<file path="src/sv/mrf_pkg.sv">
// Types, constants and the CRC step shared by the Modbus request framer.
`default_nettype none
package mrf_pkg;

  localparam int IDX_W = 4;

  typedef enum logic [1:0] {
    KIND_READ   = 2'd0,
    KIND_WRITE1 = 2'd1,
    KIND_WRITE2 = 2'd2
  } kind_t;

  typedef enum logic {
    ST_IDLE = 1'b0,
    ST_SEND = 1'b1
  } state_t;

  localparam logic [7:0]  FN_READ_REGS  = 8'h03;
  localparam logic [7:0]  FN_WRITE_ONE  = 8'h06;
  localparam logic [7:0]  FN_WRITE_MANY = 8'h10;
  localparam logic [7:0]  BYTE_ZERO     = 8'h00;
  localparam logic [7:0]  WM_QTY        = 8'h02;
  localparam logic [7:0]  WM_BYTES      = 8'h04;
  localparam logic [15:0] CRC_INIT      = 16'hFFFF;
  localparam logic [15:0] CRC_POLY      = 16'hA001;

  localparam logic [IDX_W-1:0] CRC_IDX_SHORT  = 4'd6;
  localparam logic [IDX_W-1:0] CRC_IDX_LONG   = 4'd11;
  localparam logic [IDX_W-1:0] LAST_IDX_SHORT = 4'd7;
  localparam logic [IDX_W-1:0] LAST_IDX_LONG  = 4'd12;

  localparam logic [2:0] ADDR_WORD_SWAP = 3'd0;

  typedef struct packed {
    logic             load;
    logic             emit;
    logic [IDX_W-1:0] idx;
  } ctrl_cmd_t;

  typedef struct packed {
    logic req_ok;
    logic out_free;
    logic is_last;
  } ctrl_sts_t;

  function automatic logic [15:0] crc_byte(input logic [15:0] crc_in, input logic [7:0] data);
    logic [15:0] c;
    c = crc_in ^ {8'h00, data};
    for (int b = 0; b < 8; b++) begin
      if (c[0]) begin
        c = (c >> 1) ^ CRC_POLY;
      end else begin
        c = c >> 1;
      end
    end
    return c;
  endfunction

endpackage
`default_nettype wire

</file>
<file path="src/sv/mrf_ctrl.sv">
// Controller state machine that sequences the bytes of one frame.
`default_nettype none
module mrf_ctrl (
  input  logic               clk,
  input  logic               rst_n,
  input  logic               in_valid,
  output logic               in_stall,
  input  mrf_pkg::ctrl_sts_t sts,
  output mrf_pkg::ctrl_cmd_t cmd
);
  import mrf_pkg::*;

  state_t           state_r, state_nxt;
  logic [IDX_W-1:0] idx_r, idx_nxt;

  always_ff @(posedge clk) begin
    if (!rst_n) begin
      state_r <= ST_IDLE;
      idx_r   <= '0;
    end else begin
      state_r <= state_nxt;
      idx_r   <= idx_nxt;
    end
  end

  always_comb begin
    state_nxt = state_r;
    idx_nxt   = idx_r;
    cmd.load  = 1'b0;
    cmd.emit  = 1'b0;
    cmd.idx   = idx_r;
    in_stall  = 1'b0;
    case (state_r)
      ST_IDLE: begin
        if (in_valid && sts.req_ok) begin
          cmd.load  = 1'b1;
          state_nxt = ST_SEND;
          idx_nxt   = '0;
        end
      end
      ST_SEND: begin
        in_stall = 1'b1;
        if (sts.out_free) begin
          cmd.emit = 1'b1;
          if (sts.is_last) begin
            state_nxt = ST_IDLE;
          end else begin
            idx_nxt = idx_r + 1'b1;
          end
        end
      end
      default: begin
        state_nxt = ST_IDLE;
      end
    endcase
  end

endmodule
`default_nettype wire

</file>
<file path="src/sv/mrf_dp.sv">
// Datapath: request registers, byte selection, running CRC and output register.
`default_nettype none
module mrf_dp (
  input  logic               clk,
  input  logic               rst_n,
  input  logic               word_swap,
  input  logic [1:0]         in_kind,
  input  logic [7:0]         in_slave_addr,
  input  logic [7:0]         in_register_high,
  input  logic [7:0]         in_register_low,
  input  logic [7:0]         in_reg_count,
  input  logic signed [31:0] in_write_value,
  output logic               out_valid,
  input  logic               out_stall,
  output logic [7:0]         out_byte,
  output logic               out_last,
  input  mrf_pkg::ctrl_cmd_t cmd,
  output mrf_pkg::ctrl_sts_t sts
);
  import mrf_pkg::*;

  kind_t       kind_r;
  logic [7:0]  slave_r, reg_hi_r, reg_lo_r, count_r;
  logic [31:0] value_r;
  logic [15:0] crc_r;
  logic        out_valid_r, out_valid_nxt;
  logic [7:0]  out_byte_r;
  logic        out_last_r;

  logic             long_frame;
  logic [IDX_W-1:0] crc_idx, last_idx;
  logic [7:0]       byte_sel;
  logic [31:0]      data_word;

  assign long_frame = (kind_r == KIND_WRITE2);
  assign crc_idx    = long_frame ? CRC_IDX_LONG : CRC_IDX_SHORT;
  assign last_idx   = long_frame ? LAST_IDX_LONG : LAST_IDX_SHORT;
  assign data_word  = word_swap ? {value_r[15:0], value_r[31:16]} : value_r;

  always_comb begin
    byte_sel = BYTE_ZERO;
    if (cmd.idx == crc_idx) begin
      byte_sel = crc_r[7:0];
    end else if (cmd.idx == last_idx) begin
      byte_sel = crc_r[15:8];
    end else begin
      case (cmd.idx)
        4'd0: byte_sel = slave_r;
        4'd1: begin
          case (kind_r)
            KIND_READ:   byte_sel = FN_READ_REGS;
            KIND_WRITE1: byte_sel = FN_WRITE_ONE;
            default:     byte_sel = FN_WRITE_MANY;
          endcase
        end
        4'd2: byte_sel = reg_hi_r;
        4'd3: byte_sel = reg_lo_r;
        4'd4: byte_sel = (kind_r == KIND_WRITE1) ? value_r[15:8] : BYTE_ZERO;
        4'd5: begin
          case (kind_r)
            KIND_READ:   byte_sel = count_r;
            KIND_WRITE1: byte_sel = value_r[7:0];
            default:     byte_sel = WM_QTY;
          endcase
        end
        4'd6:    byte_sel = WM_BYTES;
        4'd7:    byte_sel = data_word[31:24];
        4'd8:    byte_sel = data_word[23:16];
        4'd9:    byte_sel = data_word[15:8];
        4'd10:   byte_sel = data_word[7:0];
        default: byte_sel = BYTE_ZERO;
      endcase
    end
  end

  always_ff @(posedge clk) begin
    if (cmd.load) begin
      kind_r   <= kind_t'(in_kind);
      slave_r  <= in_slave_addr;
      reg_hi_r <= in_register_high;
      reg_lo_r <= in_register_low;
      count_r  <= in_reg_count;
      value_r  <= in_write_value;
      crc_r    <= CRC_INIT;
    end else if (cmd.emit && (cmd.idx < crc_idx)) begin
      crc_r <= crc_byte(crc_r, byte_sel);
    end
    if (cmd.emit) begin
      out_byte_r <= byte_sel;
      out_last_r <= (cmd.idx == last_idx);
    end
  end

  always_comb begin
    out_valid_nxt = out_valid_r;
    if (cmd.emit) begin
      out_valid_nxt = 1'b1;
    end else if (!out_stall) begin
      out_valid_nxt = 1'b0;
    end
  end

  always_ff @(posedge clk) begin
    if (!rst_n) begin
      out_valid_r <= 1'b0;
    end else begin
      out_valid_r <= out_valid_nxt;
    end
  end

  assign sts.req_ok   = (in_kind == KIND_READ) || (in_kind == KIND_WRITE1) ||
                        (in_kind == KIND_WRITE2);
  assign sts.out_free = !out_valid_r || !out_stall;
  assign sts.is_last  = (cmd.idx == last_idx);

  assign out_valid = out_valid_r;
  assign out_byte  = out_byte_r;
  assign out_last  = out_last_r;

endmodule
`default_nettype wire

</file>
<file path="src/sv/modbus_request_framer.sv">
// Top level of the Modbus RTU request framer with its configuration register.
//
//   channel  direction  transfer when          carries
//   in_      input      in_valid & !in_stall   one request
//   out_     output     out_valid & !out_stall one frame byte, out_last on the final byte
//   apb      input      psel&penable&pwrite    word_swap at addresses 0-3
//
// A request is taken into the request registers, then the frame leaves at one byte
// per cycle from the output register when the output is not stalled: 8 bytes for
// reads and single writes, 13 for 32-bit writes, as the byte counter sets them.
// A request of the unused kind is taken and produces nothing.
// Stalls on the output hold the current byte and pause the frame; in_stall stays
// high until the final byte is in the output register. Reset is synchronous.
`default_nettype none
module modbus_request_framer (
  input  logic               clk,
  input  logic               rst_n,
  input  logic               in_valid,
  output logic               in_stall,
  input  logic [1:0]         in_kind,
  input  logic [7:0]         in_slave_addr,
  input  logic [7:0]         in_register_high,
  input  logic [7:0]         in_register_low,
  input  logic [7:0]         in_reg_count,
  input  logic signed [31:0] in_write_value,
  output logic               out_valid,
  input  logic               out_stall,
  output logic [7:0]         out_byte,
  output logic               out_last,
  input  logic               psel,
  input  logic               penable,
  input  logic               pwrite,
  input  logic [2:0]         paddr,
  input  logic [31:0]        pwdata,
  output logic [31:0]        prdata,
  output logic               pready
);
  import mrf_pkg::*;

  logic       word_swap_r;
  ctrl_cmd_t  cmd;
  ctrl_sts_t  sts;

  always_ff @(posedge clk) begin
    if (!rst_n) begin
      word_swap_r <= 1'b0;
    end else if (psel && penable && pwrite && (paddr[2] == ADDR_WORD_SWAP[2])) begin
      word_swap_r <= pwdata[0];
    end
  end

  assign pready = 1'b1;
  assign prdata = (paddr[2] == ADDR_WORD_SWAP[2]) ? {31'd0, word_swap_r} : 32'd0;

  mrf_ctrl u_ctrl (
    .clk      (clk),
    .rst_n    (rst_n),
    .in_valid (in_valid),
    .in_stall (in_stall),
    .sts      (sts),
    .cmd      (cmd)
  );

  mrf_dp u_dp (
    .clk              (clk),
    .rst_n            (rst_n),
    .word_swap        (word_swap_r),
    .in_kind          (in_kind),
    .in_slave_addr    (in_slave_addr),
    .in_register_high (in_register_high),
    .in_register_low  (in_register_low),
    .in_reg_count     (in_reg_count),
    .in_write_value   (in_write_value),
    .out_valid        (out_valid),
    .out_stall        (out_stall),
    .out_byte         (out_byte),
    .out_last         (out_last),
    .cmd              (cmd),
    .sts              (sts)
  );

endmodule
`default_nettype wire

</file>
<file path="config.mk">
export PLATFORM = sky130hd
export DESIGN_NAME = modbus_request_framer
export DESIGN_NICKNAME = d
export VERILOG_FILES = /design/src/sv/mrf_pkg.sv /design/src/sv/mrf_ctrl.sv /design/src/sv/mrf_dp.sv /design/src/sv/modbus_request_framer.sv
export SDC_FILE = /design/constraint.sdc
export NUM_CORES = 1
export LEC_CHECK = 0
export ABC_AREA = 0
export BUFFER_PORTS_ARGS = -buffer_cell sky130_fd_sc_hd__buf_2
export CAP_MARGIN = 10
export CELL_PAD_IN_SITES_DETAIL_PLACEMENT = 1
export CELL_PAD_IN_SITES_GLOBAL_PLACEMENT = 1
export CORE_MARGIN = 10
export CORE_UTILIZATION = 36
export DETAILED_ROUTE_END_ITERATION = 10
export PLACE_DENSITY_LB_ADDON = 0.1
export SYNTH_ARGS = -nofsm -noshare
export SYNTH_HDL_FRONTEND = slang
export SYNTH_SLANG_ARGS = --single-unit
</file>
<file path="constraint.sdc">
create_clock -name clk -period 3.53 [get_ports clk]
set_clock_uncertainty 0.1 [all_clocks]
set_input_delay 0.706 -clock clk [delete_from_list [all_inputs] [get_ports clk]]
set_output_delay 0.706 -clock clk [all_outputs]
set_load 0.05 [all_outputs]
</file>
==> impl_results.md, run 1 <==
* Status: complete, but fails checks
* Failing checks: negative setup slack
* Dpl ws at -0.353 ns
* I/O pin total at 152
* Warnings from Yosys at 0
* Largest net degree at the start of global routing at 54
* Number of antenna violations at the first check in global routing at 0
* Die Ht at 139 um
* Most used DFF post-synth: edfxtp_1
* Post-synth top area cell: edfxtp_1
* Static Leak at 0.00283 uW
* Final hold viol count at 0
* Bufs and invs on worst path at 4
* Post-DP HPWL at 11.2 mm
* Top-area cell type share of the netlist area at 44.0%
* CTS Buf Count at 9
* Pins Over Slew Limit at 0
* Max stage delay on crit path at 0.45 ns
* Die extent in x at 139 um
* Final ANT Viol Nets at 0
* Most frequent cells in the layout: buf_4 (89), buf_2 (87), edfxtp_1 (75)
* Final #Nets at 727
* EDFF count, synth at 75
* Period minus WS final at 3.54 ns
* Clock Pin Slew Worst Setup and Hold Paths at 0.07 ns
* Commonest non-fill, non-tap cell in the layout: buf_4
* Vias per std cell at 5.20
* Tcrit/Tclk final at 100%
* H-tree depth at 3
* Clock Path Buffers at 2
* Power Dens Cells at 494 nW/um^2
* Global route total overflow at 0
* RSZ-0062 raised after global routing: yes
* CP startpoint kind: register
* Highest-delay cell along the critical path: or4_4
* Die area at 19400 sq um
* Initial DRC Count at 294
* CP cell instances: buf_6, ha_4, buf_4, a22oi_2, a211oi_1, or4_4, a211oi_4, buf_6, a2bb2oi_4, xnor3_1, or3_4, a211oi_4, buf_4, o311ai_2
* Worst-skew pair later-pin latency at 0.35 ns
* Seq/Total Area, Yosys at 53.0%
* Gpl congestion at 0.876
* Mapped cell area at 5110 sq um
* Routed len/inst at 19.4 um
* CP top delay family: compound AO/OA/AOI/OAI gates
* Measured slew at the worst slew-check pin at 0.679 ns
* Yosys reg bits at 98
* Critical Path End Type: register
* Initial Utilization at 36.8%
* CTS tree: yes
* Core box area at 13900 sq um
* Synth-to-layout area growth at 34.4%
* Slew HR at 54.7%
* Tot Pwr at 3390 uW
* Fmax at 283 MHz
* Vias in the first global route at 4509
* Worst EP required at 3.65 ns
* Syn Inst Count at 447
* DRC at 0
* Hold Crit Class: register to register
* Drt pass-1 iters at 5
* Vias at 4147
* Tot GR Track Use at 15.5%
* # setup viols final at 2
* CP Max Fanout at 5
* # rows at 43
* Routed WL at 15.5 mm
* Max-capacitance violation count at 0
* First-pass GRT wire length at 24.2 mm
* Worst setup margin at -0.00723 ns
* Worst vdd ir at 0.000310 V
* Synth top area cells: edfxtp_1 (44%), dfxtp_1 (9.0%), buf_4 (5.4%)
* Root Buffer: clkbuf_16
* Clk sinks at 98
* Ant. Diodes at 0
* Synth async-reset ratio at 0%
* Share of layout cells above drive strength 1 at 41.2%
* Yosys cell types at 69
* Avg Inst Size Synth at 11.4 sq um
* Number of buffers added on ports at 86
* Crit Path Category: register to register
* WP data arrival at 3.66 ns
## final timing paths
kind | startpoint | endpoint | slack [ns] | cells after the start
max | u_ctrl.idx_r[1] | u_dp.crc_r[14] | -0.007 | 14
min | u_dp.crc_r[13] | u_dp.crc_r[13] | 0.40 | 2
max reg2reg | u_ctrl.idx_r[1] | u_dp.crc_r[14] | -0.007 | 14
min reg2reg | u_dp.crc_r[13] | u_dp.crc_r[13] | 0.40 | 2
## cell type report
class | instances | area, sq um
Tap cell | 180 | 225
Timing Repair Buffer | 182 | 1200
Clock buffer | 9 | 225
Multi-Input combinational cell | 309 | 2380
Inverter | 12 | 47.5
Clock inverter | 7 | 76.3
Sequential cell | 98 | 2720
Fill cell | 1544 | 7010
## Yosys cell counts, drive strengths merged, types with 2 or more instances
library cell,count
o311ai,5
nor3b,2
o21ai,14
o22ai,8
nand2,32
buf,48
a222oi,10
nand2b,2
or2,2
o21a,4
a2111oi,4
nor4,4
edfxtp,75
a211oi,9
a22o,4
o2bb2ai,2
a221oi,2
nand3b,7
a22oi,6
mux2i,26
a2bb2oi,2
and3b,3
xnor3,2
dfxtp,23
nand3,5
and2,3
o211ai,5
nand4b,2
xnor2,10
mux2,2
a21boi,2
conb,2
nor3,8
o32ai,2
nor2,30
nor2b,5
xor2,6
ha,7
inv,12
a21oi,19
clkbuf,10
nand4,2
or3,2
o211a,2
and3,5
## tightest hold or removal path: cells and delay by family (launching register included)
family | cells | cell delay (ns)
AND/OR/NAND/NOR | 1 | 0.05
flip-flops | 1 | 0.32
AO/OA/AOI/OAI | 1 | 0.08
## layer usage
layer  share of wire [%]  GRT usage [%]  vias to the layer above
met5                   0              0                        -
met4                 2.1           5.49                        0
met3                 5.6           4.01                       22
met2                  51           26.8                      131
met1                  41           18.0                     2042
li1                    -              -                     1952
## stage by stage
stage               hold WS (ns)  setup TNS (ns)  cells  area [sq um]  util, %
floorplan                  0.356               0    477          5230        -
global placement           0.379          -0.835    759          6110     44.0
detailed placement         0.386          -0.912    759          6110     44.0
CTS                        0.407         -0.0849    788          6690     48.2
global route               0.417          -0.602    797          6880     49.5
finish                     0.401         -0.0116    797          6880     49.5
## what timing repair did
item | 4_1_cts | 5_1_grt
gates resized for setup | 43 | 22
buffers inserted | 13 | 10
setup endpoints to repair | 3 | 4
pin swaps | 14 | 23
hold buffers | 0 | 0
## sequential cells by signal, indices dropped and copies added (netlist names)
| signal | count |
|---|---|
| u_ctrl.idx_r | 4 |
| u_ctrl.state_r | 1 |
| u_dp.count_r | 8 |
| u_dp.crc_r | 16 |
| u_dp.kind_r | 2 |
| u_dp.out_byte | 8 |
| u_dp.out_last | 1 |
| u_dp.out_valid | 1 |
| u_dp.reg_hi_r | 8 |
| u_dp.reg_lo_r | 8 |
| u_dp.slave_r | 8 |
| u_dp.value_r | 32 |
| word_swap_r | 1 |
## where the power goes
| group | total, uW | internal (uW) | leakage, uW | switching (uW) |
|---|---|---|---|---|
| Clock | 1010 | 556 | 0.000148 | 457 |
| Combinational | 945 | 452 | 0.00178 | 493 |
| Sequential | 1440 | 1360 | 0.000901 | 79.4 |
## logic make-up (layout without fill, tap and decap cells)
logic type | after synthesis | after routing | share of synthesized area, %
XOR/XNOR | 18 | 18 | 3.62
buffers and inverters | 70 | 210 | 8.34
other | 2 | 32 | 0.147
AND/OR/NAND/NOR | 118 | 118 | 12.1
flip-flops | 98 | 98 | 53.0
AO/OA/AOI/OAI | 106 | 106 | 15.6
multiplexers | 28 | 28 | 5.53
adder cells (fa/ha/maj) | 7 | 7 | 1.71
No activity file was read; power rests on OpenSTA's default activity.
==> run 2, diff against run 1 <==
--- a/config.mk
+++ b/config.mk
@@ -11,7 +11,7 @@
 export CELL_PAD_IN_SITES_DETAIL_PLACEMENT = 1
 export CELL_PAD_IN_SITES_GLOBAL_PLACEMENT = 1
 export CORE_MARGIN = 10
-export CORE_UTILIZATION = 36
+export CORE_UTILIZATION = 40
 export DETAILED_ROUTE_END_ITERATION = 10
 export PLACE_DENSITY_LB_ADDON = 0.1
 export SYNTH_ARGS = -nofsm -noshare
==> constraint.sdc (replaced) <==
create_clock -name clk -period 3.8 [get_ports clk]
set_clock_uncertainty 0.1 [all_clocks]
set_input_delay 0.76 -clock clk [delete_from_list [all_inputs] [get_ports clk]]
set_output_delay 0.76 -clock clk [all_outputs]
set_load 0.05 [all_outputs]
==> run 2 against run 1 <==
Against the previous run: the run now ends clean; count of clock-buffer cells in the layout unchanged; worst hold slack better by 0.016 ns; largest power group unchanged; critical path type unchanged; core utilization increased by 1.2 points; critical endpoint is now u_dp.crc_r[0]; cell count decreased by 6.9%.
==> impl_results.md, run 2 (same netlist as run 1, synthesis figures left out) <==
* Largest register FFs at 32 (unchanged)
* # setup viols final at 0 (-2)
* Post-DP HPWL at 10.8 mm (-3.2%)
* Clock Path Buffers at 2 (unchanged)
* I/O pin total at 152 (unchanged)
* Final hold viol count at 0 (unchanged)
* Worst reg2reg path startpoint: u_dp.kind_r[0]
* Measured slew at the worst slew-check pin at 0.586 ns (-0.0929 ns)
* Destination of the critical timing path: u_dp.crc_r[0]
* Die area at 17700 sq um (-8.6%)
* Root Buffer: clkbuf_16
* Fill count at 1381 (-11%)
* Initial DRC Count at 220 (-25%)
* Critical Path End Type: register
* Static Leak at 0.00258 uW (-8.8%)
* Clock Pin Slew Worst Setup and Hold Paths at 0.07 ns (about the same)
* CTS tree: yes
* Routed len/inst at 19.7 um (+1.3%)
* Vias per std cell at 5.29 (+1.7%)
* Synth-to-layout area growth at 24.7%
* Most frequent cells in the layout: buf_2 (86), edfxtp_1 (75), buf_4 (43)
* Core box area at 12600 sq um (-9.5%)
* Number of buffers added on ports at 86 (unchanged)
* Global route total overflow at 0 (unchanged)
* Worst-skew pair later-pin latency at 0.35 ns (about the same)
* Fmax at 276 MHz (-2.2%)
* Finished Layout Cells at 742 (-6.9%)
* Number of antenna violations at the first check in global routing at 0 (unchanged)
* Period minus WS final at 3.62 ns (+0.0806 ns)
* H-tree depth at 3 (unchanged)
* First-pass GRT wire length at 23.1 mm (-4.5%)
* Slew HR at 60.7% (+5.9 points)
* Ant. Diodes at 0 (unchanged)
* Biggest register: u_dp.value_r
* Initial Utilization at 40.7% (+3.8 points)
* Die Ht at 133 um (-4.4%)
* CP Max Fanout at 4 (-1)
* Largest net degree at the start of global routing at 55 (+1.9%)
* Hold buffers post-CTS at 0 (unchanged)
* Worst EP required at 3.98 ns (+0.33 ns)
* Clk sinks at 98 (unchanged)
* Drt pass-1 iters at 5 (unchanged)
* Vias at 3928 (-5.3%)
* # rows at 41 (-4.7%)
* Power Dens Cells at 468 nW/um^2 (-5.1%)
* R2R depth at 12 (-2)
* Largest regs: u_dp.value_r x32, u_dp.crc_r x16
* Highest-delay cell along the critical path: or3_4
* Dpl cells at 725 (-4.5%)
* Vias in the first global route at 4388 (-2.7%)
* Max-capacitance violation count at 0 (unchanged)
* Tcrit/Tclk final at 95.2% (-5.0 points)
* Gpl congestion at 0.792 (-9.6%)
* Reg-to-reg endpoint: u_dp.crc_r[0]
* Worst vdd ir at 0.000257 V (-17%)
* Tot GR Track Use at 16.2% (+0.76 points)
* Crit Path Category: register to register
* Final ANT Viol Nets at 0 (unchanged)
* Final #Nets at 680 (-6.5%)
* CTS Buf Count at 9 (unchanged)
* WP data arrival at 3.80 ns (+0.14 ns)
* Die extent in x at 133 um (-4.4%)
* DRC at 0 (unchanged)
* Setup tns final at 0 ns (+0.0116 ns)
* CP startpoint kind: register
* Critical Path Start: u_dp.kind_r[0]
* Routed WL at 14.6 mm (-5.6%)
* CP cell instances: nand2b_1, ha_1, nor2b_2, and2_1, a2111oi_4, a22oi_2, xor2_2, xnor3_1, or3_4, and2_1, xnor3_1, mux2i_1
* Hold Crit Class: register to register
* Commonest non-fill, non-tap cell in the layout: buf_2
* Status: completed
* Flop2flop setup slack at 0.18 ns (+0.19 ns)
* Pins Over Slew Limit at 0 (unchanged)
* Max stage delay on crit path at 0.41 ns (-0.04 ns)
* Share of layout cells above drive strength 1 at 33.0% (-8.2 points)
[run 2: what timing repair did]
action,in CTS,in global routing
pin swaps,2,12
gates cloned,0,0
resized for setup,6,28
endpoints found under the setup margin,3,3
hold endpoints to repair,0,0
buffers inserted,0,1
[run 2: per-layer routing]
layer	share of wire, %	up-vias	global-route usage (%)
met4	1.2	0	5.50
li1	-	1864	-
met1	42	1940	18.6
met2	50	110	27.9
met3	6.7	14	5.11
met5	0	-	0
[run 2: worst min-delay path by stage]
stage	cells after the start	from	end	slack, ns
3_3_place_gp	2	u_dp.crc_r[1]	u_dp.crc_r[1]	0.39
6_report	2	u_dp.crc_r[13]	u_dp.crc_r[13]	0.42
3_5_place_dp	2	u_dp.crc_r[13]	u_dp.crc_r[5]	0.41
5_1_grt	2	u_dp.crc_r[13]	u_dp.crc_r[13]	0.44
4_1_cts	2	u_dp.crc_r[12]	u_dp.crc_r[12]	0.42
2_1_floorplan	2	u_dp.crc_r[13]	u_dp.crc_r[5]	0.36
[run 2: final cells by class]
| type | count | area (sq um) | share of cell area, % |
|---|---|---|---|
| multi-input combinational | 309 | 2240 | 35.1 |
| clock buffer | 9 | 225 | 3.53 |
| clock inverter | 7 | 68.8 | 1.08 |
| timing repair buffer | 135 | 865 | 13.6 |
| tap | 172 | 215 | 3.37 |
| sequential | 98 | 2720 | 42.7 |
| inverter | 12 | 45.0 | 0.706 |
[run 2: worst max-delay path: cells and delay by family (launching register included)]
| family | cells | cell delay [ns] |
|---|---|---|
| muxes | 1 | 0.13 |
| DFF | 1 | 0.38 |
| xor gates and xnor gates | 3 | 0.93 |
| AOI/OAI and AO/OA | 2 | 0.50 |
| adders and majority gates | 1 | 0.34 |
| and+or+nand+nor | 5 | 1.15 |
[run 2: stage by stage]
step / hold slack, ns / worst slack [ns] / utilization, % / total power [uW] / instance area [sq um]
after floorplan: 0.356 / 0.428 / - / 1840 / 5230
final: 0.417 / 0.182 / 50.7 / 2990 / 6380
after global routing: 0.441 / -0.00376 / 50.7 / 3140 / 6380
after detailed placement: 0.410 / -0.0655 / 47.1 / 2050 / 5910
after global placement: 0.387 / 0.0804 / 47.1 / 2020 / 5910
after CTS: 0.422 / 0.00320 / 49.6 / 2960 / 6240
[run 2: power breakdown]
| group | internal, uW | leakage (uW) | switching, uW |
|---|---|---|---|
| combinational | 338 | 0.00153 | 421 |
| sequential | 1260 | 0.000901 | 68.7 |
| clock | 464 | 0.000146 | 436 |
